`config.mk`:
```
export PLATFORM = sky130hd
export DESIGN_NAME = gregorian_day_number_converter
export DESIGN_NICKNAME = d
export VERILOG_FILES = /design/src/gdn_pkg.sv /design/src/gdn_fwd.sv /design/src/gdn_rev.sv /design/src/gregorian_day_number_converter.sv
export SDC_FILE = /design/constraint.sdc
export NUM_CORES = 2
export LEC_CHECK = 0
export BUFFER_PORTS_ARGS = -buffer_cell sky130_fd_sc_hd__buf_2
export CORE_MARGIN = 4
export CORE_UTILIZATION = 55
export DETAILED_ROUTE_END_ITERATION = 8
export HOLD_SLACK_MARGIN = 0.1
export MAX_ROUTING_LAYER = met4
export PLACE_DENSITY_LB_ADDON = 0.3
export SYNTH_ARGS = -nofsm -noshare
export SYNTH_HDL_FRONTEND = slang
export SYNTH_SLANG_ARGS = --single-unit
```
`constraint.sdc`:
```
create_clock -name clk_i -period 12.2 [get_ports clk_i]
set_input_delay 0.61 -clock clk_i [delete_from_list [all_inputs] [get_ports clk_i]]
set_output_delay 0.61 -clock clk_i [all_outputs]
set_load 0.01 [all_outputs]
```
`src/gdn_pkg.sv`:
```
// Shared types, constants and arithmetic helpers for the day number converter.
`timescale 1ns / 1ps

package gdn_pkg;

  localparam int YEAR_W  = 14;
  localparam int MONTH_W = 4;
  localparam int DAY_W   = 5;
  localparam int DN_W    = 22;

  // pipeline depth, input to result strobe
  localparam int LAT     = 9;
  localparam int FWD_STG = 5;
  localparam int FWD_PAD = LAT - FWD_STG;

  localparam logic [DN_W-1:0] MIN_DN_RST = 22'd584328;
  localparam logic [24:0]     DN_MAX     = 25'd4194303;

  // floor(y / 100) for y < 2^14: (y * R) >> 21
  localparam int          D100_SHIFT = 21;
  localparam logic [14:0] D100_RECIP = 15'(((1 << D100_SHIFT) + 99) / 100);

  // floor(v / 10) for v < 2^14: (v * R) >> 18
  localparam int          D10_SHIFT = 18;
  localparam logic [14:0] D10_RECIP = 15'(((1 << D10_SHIFT) + 9) / 10);

  // reverse year estimate: floor((400*d + 591) / 146097), reciprocal plus one correction
  localparam logic [30:0] Y_DIV       = 31'd146097;
  localparam int          Y_SHIFT     = 40;
  localparam logic [22:0] Y_RECIP     = 23'((64'd1 << Y_SHIFT) / 64'd146097);

  // floor(n / 3060) for n < 2^17: (n * R) >> 29
  localparam int          MI_SHIFT = 29;
  localparam logic [17:0] MI_RECIP = 18'(((64'd1 << MI_SHIFT) + 64'd3059) / 64'd3060);

  typedef enum logic {
    REQ_FWD = 1'b0,
    REQ_REV = 1'b1
  } req_e;

  typedef struct packed {
    logic [DN_W-1:0] day_number;
    logic            below_min;
  } fwd_res_t;

  typedef struct packed {
    logic [YEAR_W-1:0]  year;
    logic [MONTH_W-1:0] month;
    logic [DAY_W-1:0]   day;
  } rev_res_t;

  function automatic logic [7:0] div100(input logic [13:0] y);
    logic [28:0] prod;
    prod = 29'(y) * 29'(D100_RECIP);
    return prod[28:21];
  endfunction

  // days from March 1 to the first day of month index mi: (mi*306 + 5) / 10
  function automatic logic [9:0] month_offset(input logic [5:0] mi);
    logic [13:0] lin;
    logic [28:0] prod;
    lin  = 14'(mi) * 14'd306 + 14'd5;
    prod = 29'(lin) * 29'(D10_RECIP);
    return prod[27:18];
  endfunction

  // y*365 + y/4 - y/100 + y/400 for y >= 0, with q = y/100
  function automatic logic [22:0] days_before_year(input logic [13:0] y,
                                                   input logic [7:0]  q);
    return 23'(y) * 23'd365 + 23'(y[13:2]) - 23'(q) + 23'(q[7:2]);
  endfunction

endpackage

```
`src/gdn_fwd.sv`:
```
// Date to day number pipeline, padded to the common latency.
`timescale 1ns / 1ps

module gdn_fwd (
  input  logic                          clk_i,
  input  logic                          rst_ni,
  input  logic                          vld_i,
  input  logic [gdn_pkg::YEAR_W-1:0]    year_i,
  input  logic [gdn_pkg::MONTH_W-1:0]   month_i,
  input  logic [gdn_pkg::DAY_W-1:0]     day_i,
  input  logic [gdn_pkg::DN_W-1:0]      min_dn_i,
  output logic                          vld_o,
  output gdn_pkg::fwd_res_t             res_o
);

  logic [gdn_pkg::FWD_STG-1:0] vld_q;

  // stage 1: fold month to a March-based index
  logic [4:0]  mon9;
  logic [3:0]  m_d;
  logic        borrow;
  logic [3:0]  m1_q;
  logic [13:0] y1_q;
  logic        neg1_q;
  logic [4:0]  day1_q;

  assign mon9   = 5'(month_i) + 5'd9;
  assign m_d    = (mon9 >= 5'd24) ? 4'(mon9 - 5'd24) :
                  (mon9 >= 5'd12) ? 4'(mon9 - 5'd12) : mon9[3:0];
  assign borrow = (m_d >= 4'd10);

  // stage 2
  logic [13:0] y2_q;
  logic [7:0]  q2_q;
  logic [9:0]  mt2_q;
  logic        neg2_q;
  logic [4:0]  day2_q;

  // stage 3
  logic signed [24:0] dby3_q;
  logic [9:0]         mt3_q;
  logic [4:0]         day3_q;

  // stage 4
  logic signed [24:0] dn4_q;

  // stage 5
  gdn_pkg::fwd_res_t res5_d, res5_q;

  always_comb begin
    res5_d.below_min = (dn4_q < $signed({3'b000, min_dn_i}));
    if (dn4_q < 25'sd0) begin
      res5_d.day_number = '0;
    end else if (dn4_q > $signed(gdn_pkg::DN_MAX)) begin
      res5_d.day_number = '1;
    end else begin
      res5_d.day_number = dn4_q[21:0];
    end
  end

  always_ff @(posedge clk_i or negedge rst_ni) begin
    if (!rst_ni) begin
      vld_q <= '0;
    end else begin
      vld_q <= {vld_q[gdn_pkg::FWD_STG-2:0], vld_i};
    end
  end

  always_ff @(posedge clk_i) begin
    m1_q   <= m_d;
    y1_q   <= year_i - 14'(borrow);
    neg1_q <= borrow && (year_i == '0);
    day1_q <= day_i;

    y2_q   <= y1_q;
    q2_q   <= gdn_pkg::div100(y1_q);
    mt2_q  <= gdn_pkg::month_offset({2'b00, m1_q});
    neg2_q <= neg1_q;
    day2_q <= day1_q;

    dby3_q <= neg2_q ? -25'sd365
                     : $signed({2'b00, gdn_pkg::days_before_year(y2_q, q2_q)});
    mt3_q  <= mt2_q;
    day3_q <= day2_q;

    dn4_q  <= dby3_q + $signed({15'd0, mt3_q}) + $signed({20'd0, day3_q}) - 25'sd1;

    res5_q <= res5_d;
  end

  // delay line to match the reverse pipeline
  gdn_pkg::fwd_res_t          pad_q     [gdn_pkg::FWD_PAD];
  logic [gdn_pkg::FWD_PAD-1:0] pad_vld_q;

  always_ff @(posedge clk_i or negedge rst_ni) begin
    if (!rst_ni) begin
      pad_vld_q <= '0;
    end else begin
      pad_vld_q <= {pad_vld_q[gdn_pkg::FWD_PAD-2:0], vld_q[gdn_pkg::FWD_STG-1]};
    end
  end

  always_ff @(posedge clk_i) begin
    pad_q[0] <= res5_q;
    for (int i = 1; i < gdn_pkg::FWD_PAD; i++) begin
      pad_q[i] <= pad_q[i-1];
    end
  end

  assign vld_o = pad_vld_q[gdn_pkg::FWD_PAD-1];
  assign res_o = pad_q[gdn_pkg::FWD_PAD-1];

endmodule

```
`src/gdn_rev.sv`:
```
// Day number to date pipeline: year estimate, correction, month and day split.
`timescale 1ns / 1ps

module gdn_rev (
  input  logic                     clk_i,
  input  logic                     rst_ni,
  input  logic                     vld_i,
  input  logic [gdn_pkg::DN_W-1:0] day_number_i,
  output logic                     vld_o,
  output gdn_pkg::rev_res_t        res_o
);

  logic [gdn_pkg::LAT-1:0] vld_q;

  logic [30:0] x1_q, x2_q, x3_q;
  logic [21:0] d1_q, d2_q, d3_q, d4_q, d5_q;
  logic [53:0] prod2_q;
  logic [13:0] q0_3_q;
  logic [30:0] qd3_q;
  logic [13:0] y4_q, y5_q, y6_q, yy7_q, yy8_q;
  logic [7:0]  qa5_q, qb5_q;
  logic signed [23:0] la6_q, lb6_q;
  logic [9:0]  left7_q, left8_q;
  logic [16:0] num7_q;
  logic [5:0]  mi8_q;

  logic [13:0] q0_d;
  logic [30:0] r4_d;
  logic [13:0] y4_d;
  logic        neg7_d;
  logic [9:0]  left7_d;
  logic [34:0] mi_prod;

  assign q0_d    = prod2_q[53:40];
  assign r4_d    = x3_q - qd3_q;
  assign y4_d    = (r4_d >= gdn_pkg::Y_DIV) ? q0_3_q + 14'd1 : q0_3_q;
  assign neg7_d  = la6_q[23];
  assign left7_d = neg7_d ? lb6_q[9:0] : la6_q[9:0];
  assign mi_prod = 35'(num7_q) * 35'(gdn_pkg::MI_RECIP);

  // final stage: month index to month, year carry and day
  logic [5:0]  t9;
  logic [1:0]  yq9;
  logic [5:0]  mo9;
  logic [10:0] dd9;
  gdn_pkg::rev_res_t res9_d, res9_q;

  always_comb begin
    t9 = mi8_q + 6'd2;
    if (t9 >= 6'd24) begin
      yq9 = 2'd2;
      mo9 = t9 - 6'd24;
    end else if (t9 >= 6'd12) begin
      yq9 = 2'd1;
      mo9 = t9 - 6'd12;
    end else begin
      yq9 = 2'd0;
      mo9 = t9;
    end
    dd9          = 11'(left8_q) + 11'd1 - 11'(gdn_pkg::month_offset(mi8_q));
    res9_d.year  = yy8_q + 14'(yq9);
    res9_d.month = 4'(mo9 + 6'd1);
    res9_d.day   = dd9[4:0];
  end

  always_ff @(posedge clk_i or negedge rst_ni) begin
    if (!rst_ni) begin
      vld_q <= '0;
    end else begin
      vld_q <= {vld_q[gdn_pkg::LAT-2:0], vld_i};
    end
  end

  always_ff @(posedge clk_i) begin
    x1_q    <= 31'(day_number_i) * 31'd400 + 31'd591;
    d1_q    <= day_number_i;

    prod2_q <= 54'(x1_q) * 54'(gdn_pkg::Y_RECIP);
    x2_q    <= x1_q;
    d2_q    <= d1_q;

    q0_3_q  <= q0_d;
    qd3_q   <= 31'(q0_d) * gdn_pkg::Y_DIV;
    x3_q    <= x2_q;
    d3_q    <= d2_q;

    y4_q    <= y4_d;
    d4_q    <= d3_q;

    qa5_q   <= gdn_pkg::div100(y4_q);
    qb5_q   <= gdn_pkg::div100(y4_q - 14'd1);
    y5_q    <= y4_q;
    d5_q    <= d4_q;

    la6_q   <= $signed({2'b00, d5_q})
             - $signed({1'b0, gdn_pkg::days_before_year(y5_q, qa5_q)});
    lb6_q   <= $signed({2'b00, d5_q})
             - $signed({1'b0, gdn_pkg::days_before_year(y5_q - 14'd1, qb5_q)});
    y6_q    <= y5_q;

    left7_q <= left7_d;
    num7_q  <= 17'(left7_d) * 17'd100 + 17'd52;
    yy7_q   <= neg7_d ? y6_q - 14'd1 : y6_q;

    mi8_q   <= mi_prod[34:29];
    left8_q <= left7_q;
    yy8_q   <= yy7_q;

    res9_q  <= res9_d;
  end

  assign vld_o = vld_q[gdn_pkg::LAT-1];
  assign res_o = res9_q;

endmodule

```
`src/gregorian_day_number_converter.sv`:
```
// Top level: Gregorian date / day number converter, forward and reverse pipelines.
//
//   channel   handshake                  payload
//   request   start_i (taken when !busy_o) req_type_i, year_in_i, month_in_i, day_in_i,
//                                        day_number_in_i
//   result    done_o, one-cycle strobe   day_number_out_o, year_out_o, month_out_o,
//                                        day_out_o, below_min_o
//   config    cfg_we_i                   cfg_wdata_i (min_day_number)
//
// One transaction per cycle; every result appears after the same latency from its request.
// Latency is set by the reverse path: year estimate multiply, correction multiply,
// two days-before-year evaluations, month index multiply.
// busy_o stays low; results leave in request order and are never held.
// Reset clears all valid bits and loads min_day_number with 584328 (1600-01-01).
`timescale 1ns / 1ps

module gregorian_day_number_converter (
  input  logic                        clk_i,
  input  logic                        rst_ni,
  input  logic                        start_i,
  output logic                        busy_o,
  input  logic                        req_type_i,
  input  logic [gdn_pkg::YEAR_W-1:0]  year_in_i,
  input  logic [gdn_pkg::MONTH_W-1:0] month_in_i,
  input  logic [gdn_pkg::DAY_W-1:0]   day_in_i,
  input  logic [gdn_pkg::DN_W-1:0]    day_number_in_i,
  input  logic                        cfg_we_i,
  input  logic [gdn_pkg::DN_W-1:0]    cfg_wdata_i,
  output logic                        done_o,
  output logic [gdn_pkg::DN_W-1:0]    day_number_out_o,
  output logic [gdn_pkg::YEAR_W-1:0]  year_out_o,
  output logic [gdn_pkg::MONTH_W-1:0] month_out_o,
  output logic [gdn_pkg::DAY_W-1:0]   day_out_o,
  output logic                        below_min_o
);

  logic                    accept;
  logic [gdn_pkg::DN_W-1:0] min_dn_q;
  logic                    fwd_vld, rev_vld;
  gdn_pkg::fwd_res_t       fwd_res;
  gdn_pkg::rev_res_t       rev_res;

  assign busy_o = 1'b0;
  assign accept = start_i && !busy_o;

  always_ff @(posedge clk_i or negedge rst_ni) begin
    if (!rst_ni) begin
      min_dn_q <= gdn_pkg::MIN_DN_RST;
    end else if (cfg_we_i) begin
      min_dn_q <= cfg_wdata_i;
    end
  end

  gdn_fwd u_fwd (
    .clk_i    (clk_i),
    .rst_ni   (rst_ni),
    .vld_i    (accept && (gdn_pkg::req_e'(req_type_i) == gdn_pkg::REQ_FWD)),
    .year_i   (year_in_i),
    .month_i  (month_in_i),
    .day_i    (day_in_i),
    .min_dn_i (min_dn_q),
    .vld_o    (fwd_vld),
    .res_o    (fwd_res)
  );

  gdn_rev u_rev (
    .clk_i        (clk_i),
    .rst_ni       (rst_ni),
    .vld_i        (accept && (gdn_pkg::req_e'(req_type_i) == gdn_pkg::REQ_REV)),
    .day_number_i (day_number_in_i),
    .vld_o        (rev_vld),
    .res_o        (rev_res)
  );

  assign done_o           = fwd_vld || rev_vld;
  assign day_number_out_o = fwd_vld ? fwd_res.day_number : '0;
  assign below_min_o      = fwd_vld && fwd_res.below_min;
  assign year_out_o       = rev_vld ? rev_res.year : '0;
  assign month_out_o      = rev_vld ? rev_res.month : '0;
  assign day_out_o        = rev_vld ? rev_res.day : '0;

`ifndef SYNTHESIS
  a_one_path: assert property (@(posedge clk_i) disable iff (!rst_ni)
    $onehot0({fwd_vld, rev_vld}))
    else $error("forward and reverse results collide");

  a_latency: assert property (@(posedge clk_i) disable iff (!rst_ni)
    done_o |-> $past(accept, gdn_pkg::LAT))
    else $error("result without a matching transaction");

  a_below_fwd: assert property (@(posedge clk_i) disable iff (!rst_ni)
    below_min_o |-> (done_o && (month_out_o == '0) && (year_out_o == '0)))
    else $error("below_min on a reverse result");

  a_month_range: assert property (@(posedge clk_i) disable iff (!rst_ni)
    rev_vld |-> ((month_out_o != '0) && (month_out_o <= 4'd12)))
    else $error("reverse month out of range");
`endif

endmodule

```
==> results.yml <==
status:
  outcome: "finished, final reports clean"
synth:
  yosysTopAreaCell: "ha_1"
  synth.distinct_cells: 88
  yosysTopAreaCellShare_pct: 26.32
  synth_area_leaders: "ha_1 26%, fa_1 26%, dfxtp_1 18%"
  syn_area_per_cell_um2: 10.18
  async_reset_ff_share_pct: 5.865
  synth_edf_count: 0
  ys.flop_type: "dfxtp_1"
  synth_area_um2: 69920
  yosys_warnings: 0
  synth-seq-cells: 682
  synth_cells: 6869
  ys_seq_area_share_pct: 19.83
clock_network:
  cts_resized: 0
  cts_buffers: 74
  clock_sinks: 682
  cts_buffer_depth: 3
  htreeDepth: 3
  worstSkewPairLatency_ps: 660
  cts_root_buf: "clkbuf_16"
  clk_pin_slew_ps: 70
  tritoncts: "yes"
  ctsHoldBuffers: 11
  post_cts_buffers: 0
routing:
  firstDrtPassIters: 5
  vias: 44510
  finalWirelength_um: 141200
  vias_per_cell: 5.077
  drtIter0Drc: 1738
  ant_nets: 0
  route.detailed.drc: 0
  wl_per_cell_um: 16.11
setup_path:
  critical_path_class: "reg2reg"
  r2r_cells: 40
  rrSetupSlack_ps: 1710
  critical_path.max_fanout: 11
  cp.arrival_ps: 11090
  cpMaxStageDelayCell: "dfxtp_1"
  r2r-end: "u_rev.res_o[4]$_DFF_P_"
  timing.rr.start: "u_rev.mi8_q[1]$_DFF_P_"
  worst_setup_path_end_kind: "flop"
  critPathLaunchType: "flop"
  slowest_delay_ps: 630
  required_ps: 12790
timing:
  fmax_ghz: 0.09530
  final_max_slew_viol_count: 0
  tns_ps: 0
  rsz0062_at_grt: "false"
  worstMarginPinSlew_ps: 993.5
  finalCriticalPeriod_ps: 10490
  setup_violations: 0
  clock_skew_ps: 29.46
  final.period_utilization_pct: 86.01
  hold_violations: 0
  relSlewSlack_pct: 33.29
hold_path:
  hold_path_depth: 1
  hp-start: "day_number_in_i[19]"
  worstHoldPathType: "in2reg"
  hold_end: "u_rev.d1_q[19]$_DFF_P_"
global_route:
  grt.total_usage_pct: 23.00
  grt_overflow: 0
  grt_max_degree: 44
  grt_pass1_wl_um: 238600
  grt_pass1_vias: 47510
  grt_antenna_before_repair: 7
finish:
  drive_above_1_share_pct: 4.485
  nNetsFinal: 9509
  syn2layout_area_growth_pct: 7.426
  mostFrequentLayoutCells: "1,789 x inv_1, 1,471 x ha_1, 915 x fa_1"
  nFillCells: 10620
  final_common_cell: "inv_1"
die:
  io-pin-count: 120
  die_h_um: 364.6
  fp-row-count: 130
  fp.dieW_um: 364.6
  coreArea_um2: 125900
  initial_core_util_pct: 55.54
  die-area_um2: 132900
place:
  port-buffer-count: 118
  place_congestion: 0.9047
  post-dp-hpwl_um: 121600
job:
  drv_cap: 0
## critical path: cells and delay by family, from the launching register on
kind | cells | cell delay [ps]
xor+xnor | 6 | 1030
buf+inv | 4 | 510
simple gates | 6 | 830
flops | 1 | 630
fa+ha+maj | 14 | 5570
compound gates | 10 | 1840
## state kept, by name, indices dropped and copies added (netlist names), 23 cells and up
signal / count
u_fwd.dby3_q: 24
u_fwd.dn4_q: 25
u_fwd.pad_q: 92
u_fwd.res5_q: 23
u_rev.qd3_q: 27
u_rev.res_o: 23
u_rev.x1_q: 25
u_rev.x2_q: 25
u_rev.x3_q: 25
## cells by family after synthesis
family / Yosys count / share of synthesized area (%)
adder cells (fa/ha/maj): 2386 / 52.52
AND/OR/NAND/NOR: 859 / 6.105
multiplexers: 27 / 0.4008
XOR/XNOR: 362 / 4.534
buffers and inverters: 1822 / 9.807
other: 1 / 0.005363
flip-flops: 682 / 19.83
AO/OA/AOI/OAI: 730 / 6.803
## synth_stat cells (36+ instances only)
master	instances
o21a_1	54
a21o_1	74
o21ai_0	162
and3_1	36
and2_1	61
fa_1	915
nor3_1	77
xnor2_1	235
a21oi_1	197
nand2b_1	43
xor2_1	127
nand3_1	84
nor2_1	237
dfxtp_1	642
nand2_1	168
inv_1	1789
ha_1	1471
## how the worst max path moves through the flow
stage                      startpoint                      to  slack [ps]  cells past startpoint
6_report       u_rev.mi8_q[1]$_DFF_P_  u_rev.res_o[4]$_DFF_P_        1710                     40
2_1_floorplan  u_rev.mi8_q[1]$_DFF_P_  u_rev.res_o[4]$_DFF_P_        2500                     42
3_5_place_dp   u_rev.mi8_q[1]$_DFF_P_  u_rev.res_o[4]$_DFF_P_        1740                     40
3_3_place_gp   u_rev.mi8_q[1]$_DFF_P_  u_rev.res_o[4]$_DFF_P_        1860                     41
4_1_cts        u_rev.mi8_q[1]$_DFF_P_  u_rev.res_o[4]$_DFF_P_        1680                     40
5_1_grt        u_rev.mi8_q[1]$_DFF_P_  u_rev.res_o[4]$_DFF_P_        1020                     40
## final cells by class
class                           count  area (µm²)  share of cell area [%]
Tap cell                         1650        2064                   2.748
Clock inverter                     43       426.7                  0.5680
Antenna cell                        4       10.01                 0.01333
Inverter                         1792        6726                   8.955
Clock buffer                       95        2085                   2.775
Sequential cell                   682       13860                   18.46
Timing Repair Buffer              132       723.2                  0.9628
Multi-Input combinational cell   4369       49220                   65.52
## routing by layer
| metal | share of wire (%) | up-vias | global-route usage (%) |
|---|---|---|---|
| met1 | 46 | 21600 | 30.70 |
| met4 | 2.0 | 0 | 5.497 |
| met3 | 4.5 | 167 | 3.079 |
| met5 | 0 | - | - |
| li1 | - | 22100 | - |
| met2 | 47 | 642 | 37.48 |
## through the flow
step / hold WS (ps) / instance area [µm²] / utilization [%] / worst slack [ps] / cells
2_1_floorplan: 309.6 / 69940 / - / 2498 / 6873
3_3_place_gp: 309.6 / 72490 / 57.58 / 1860 / 8614
4_1_cts: 111.6 / 75110 / 59.66 / 1677 / 8763
3_5_place_dp: 312.1 / 72490 / 57.58 / 1743 / 8614
5_1_grt: 141.9 / 75110 / 59.66 / 1022 / 8763
6_report: 155.8 / 75120 / 59.67 / 1707 / 8767
Power is not shown: default switching activity piles up to over one toggle a cycle in this logic, so the estimate is an artifact.
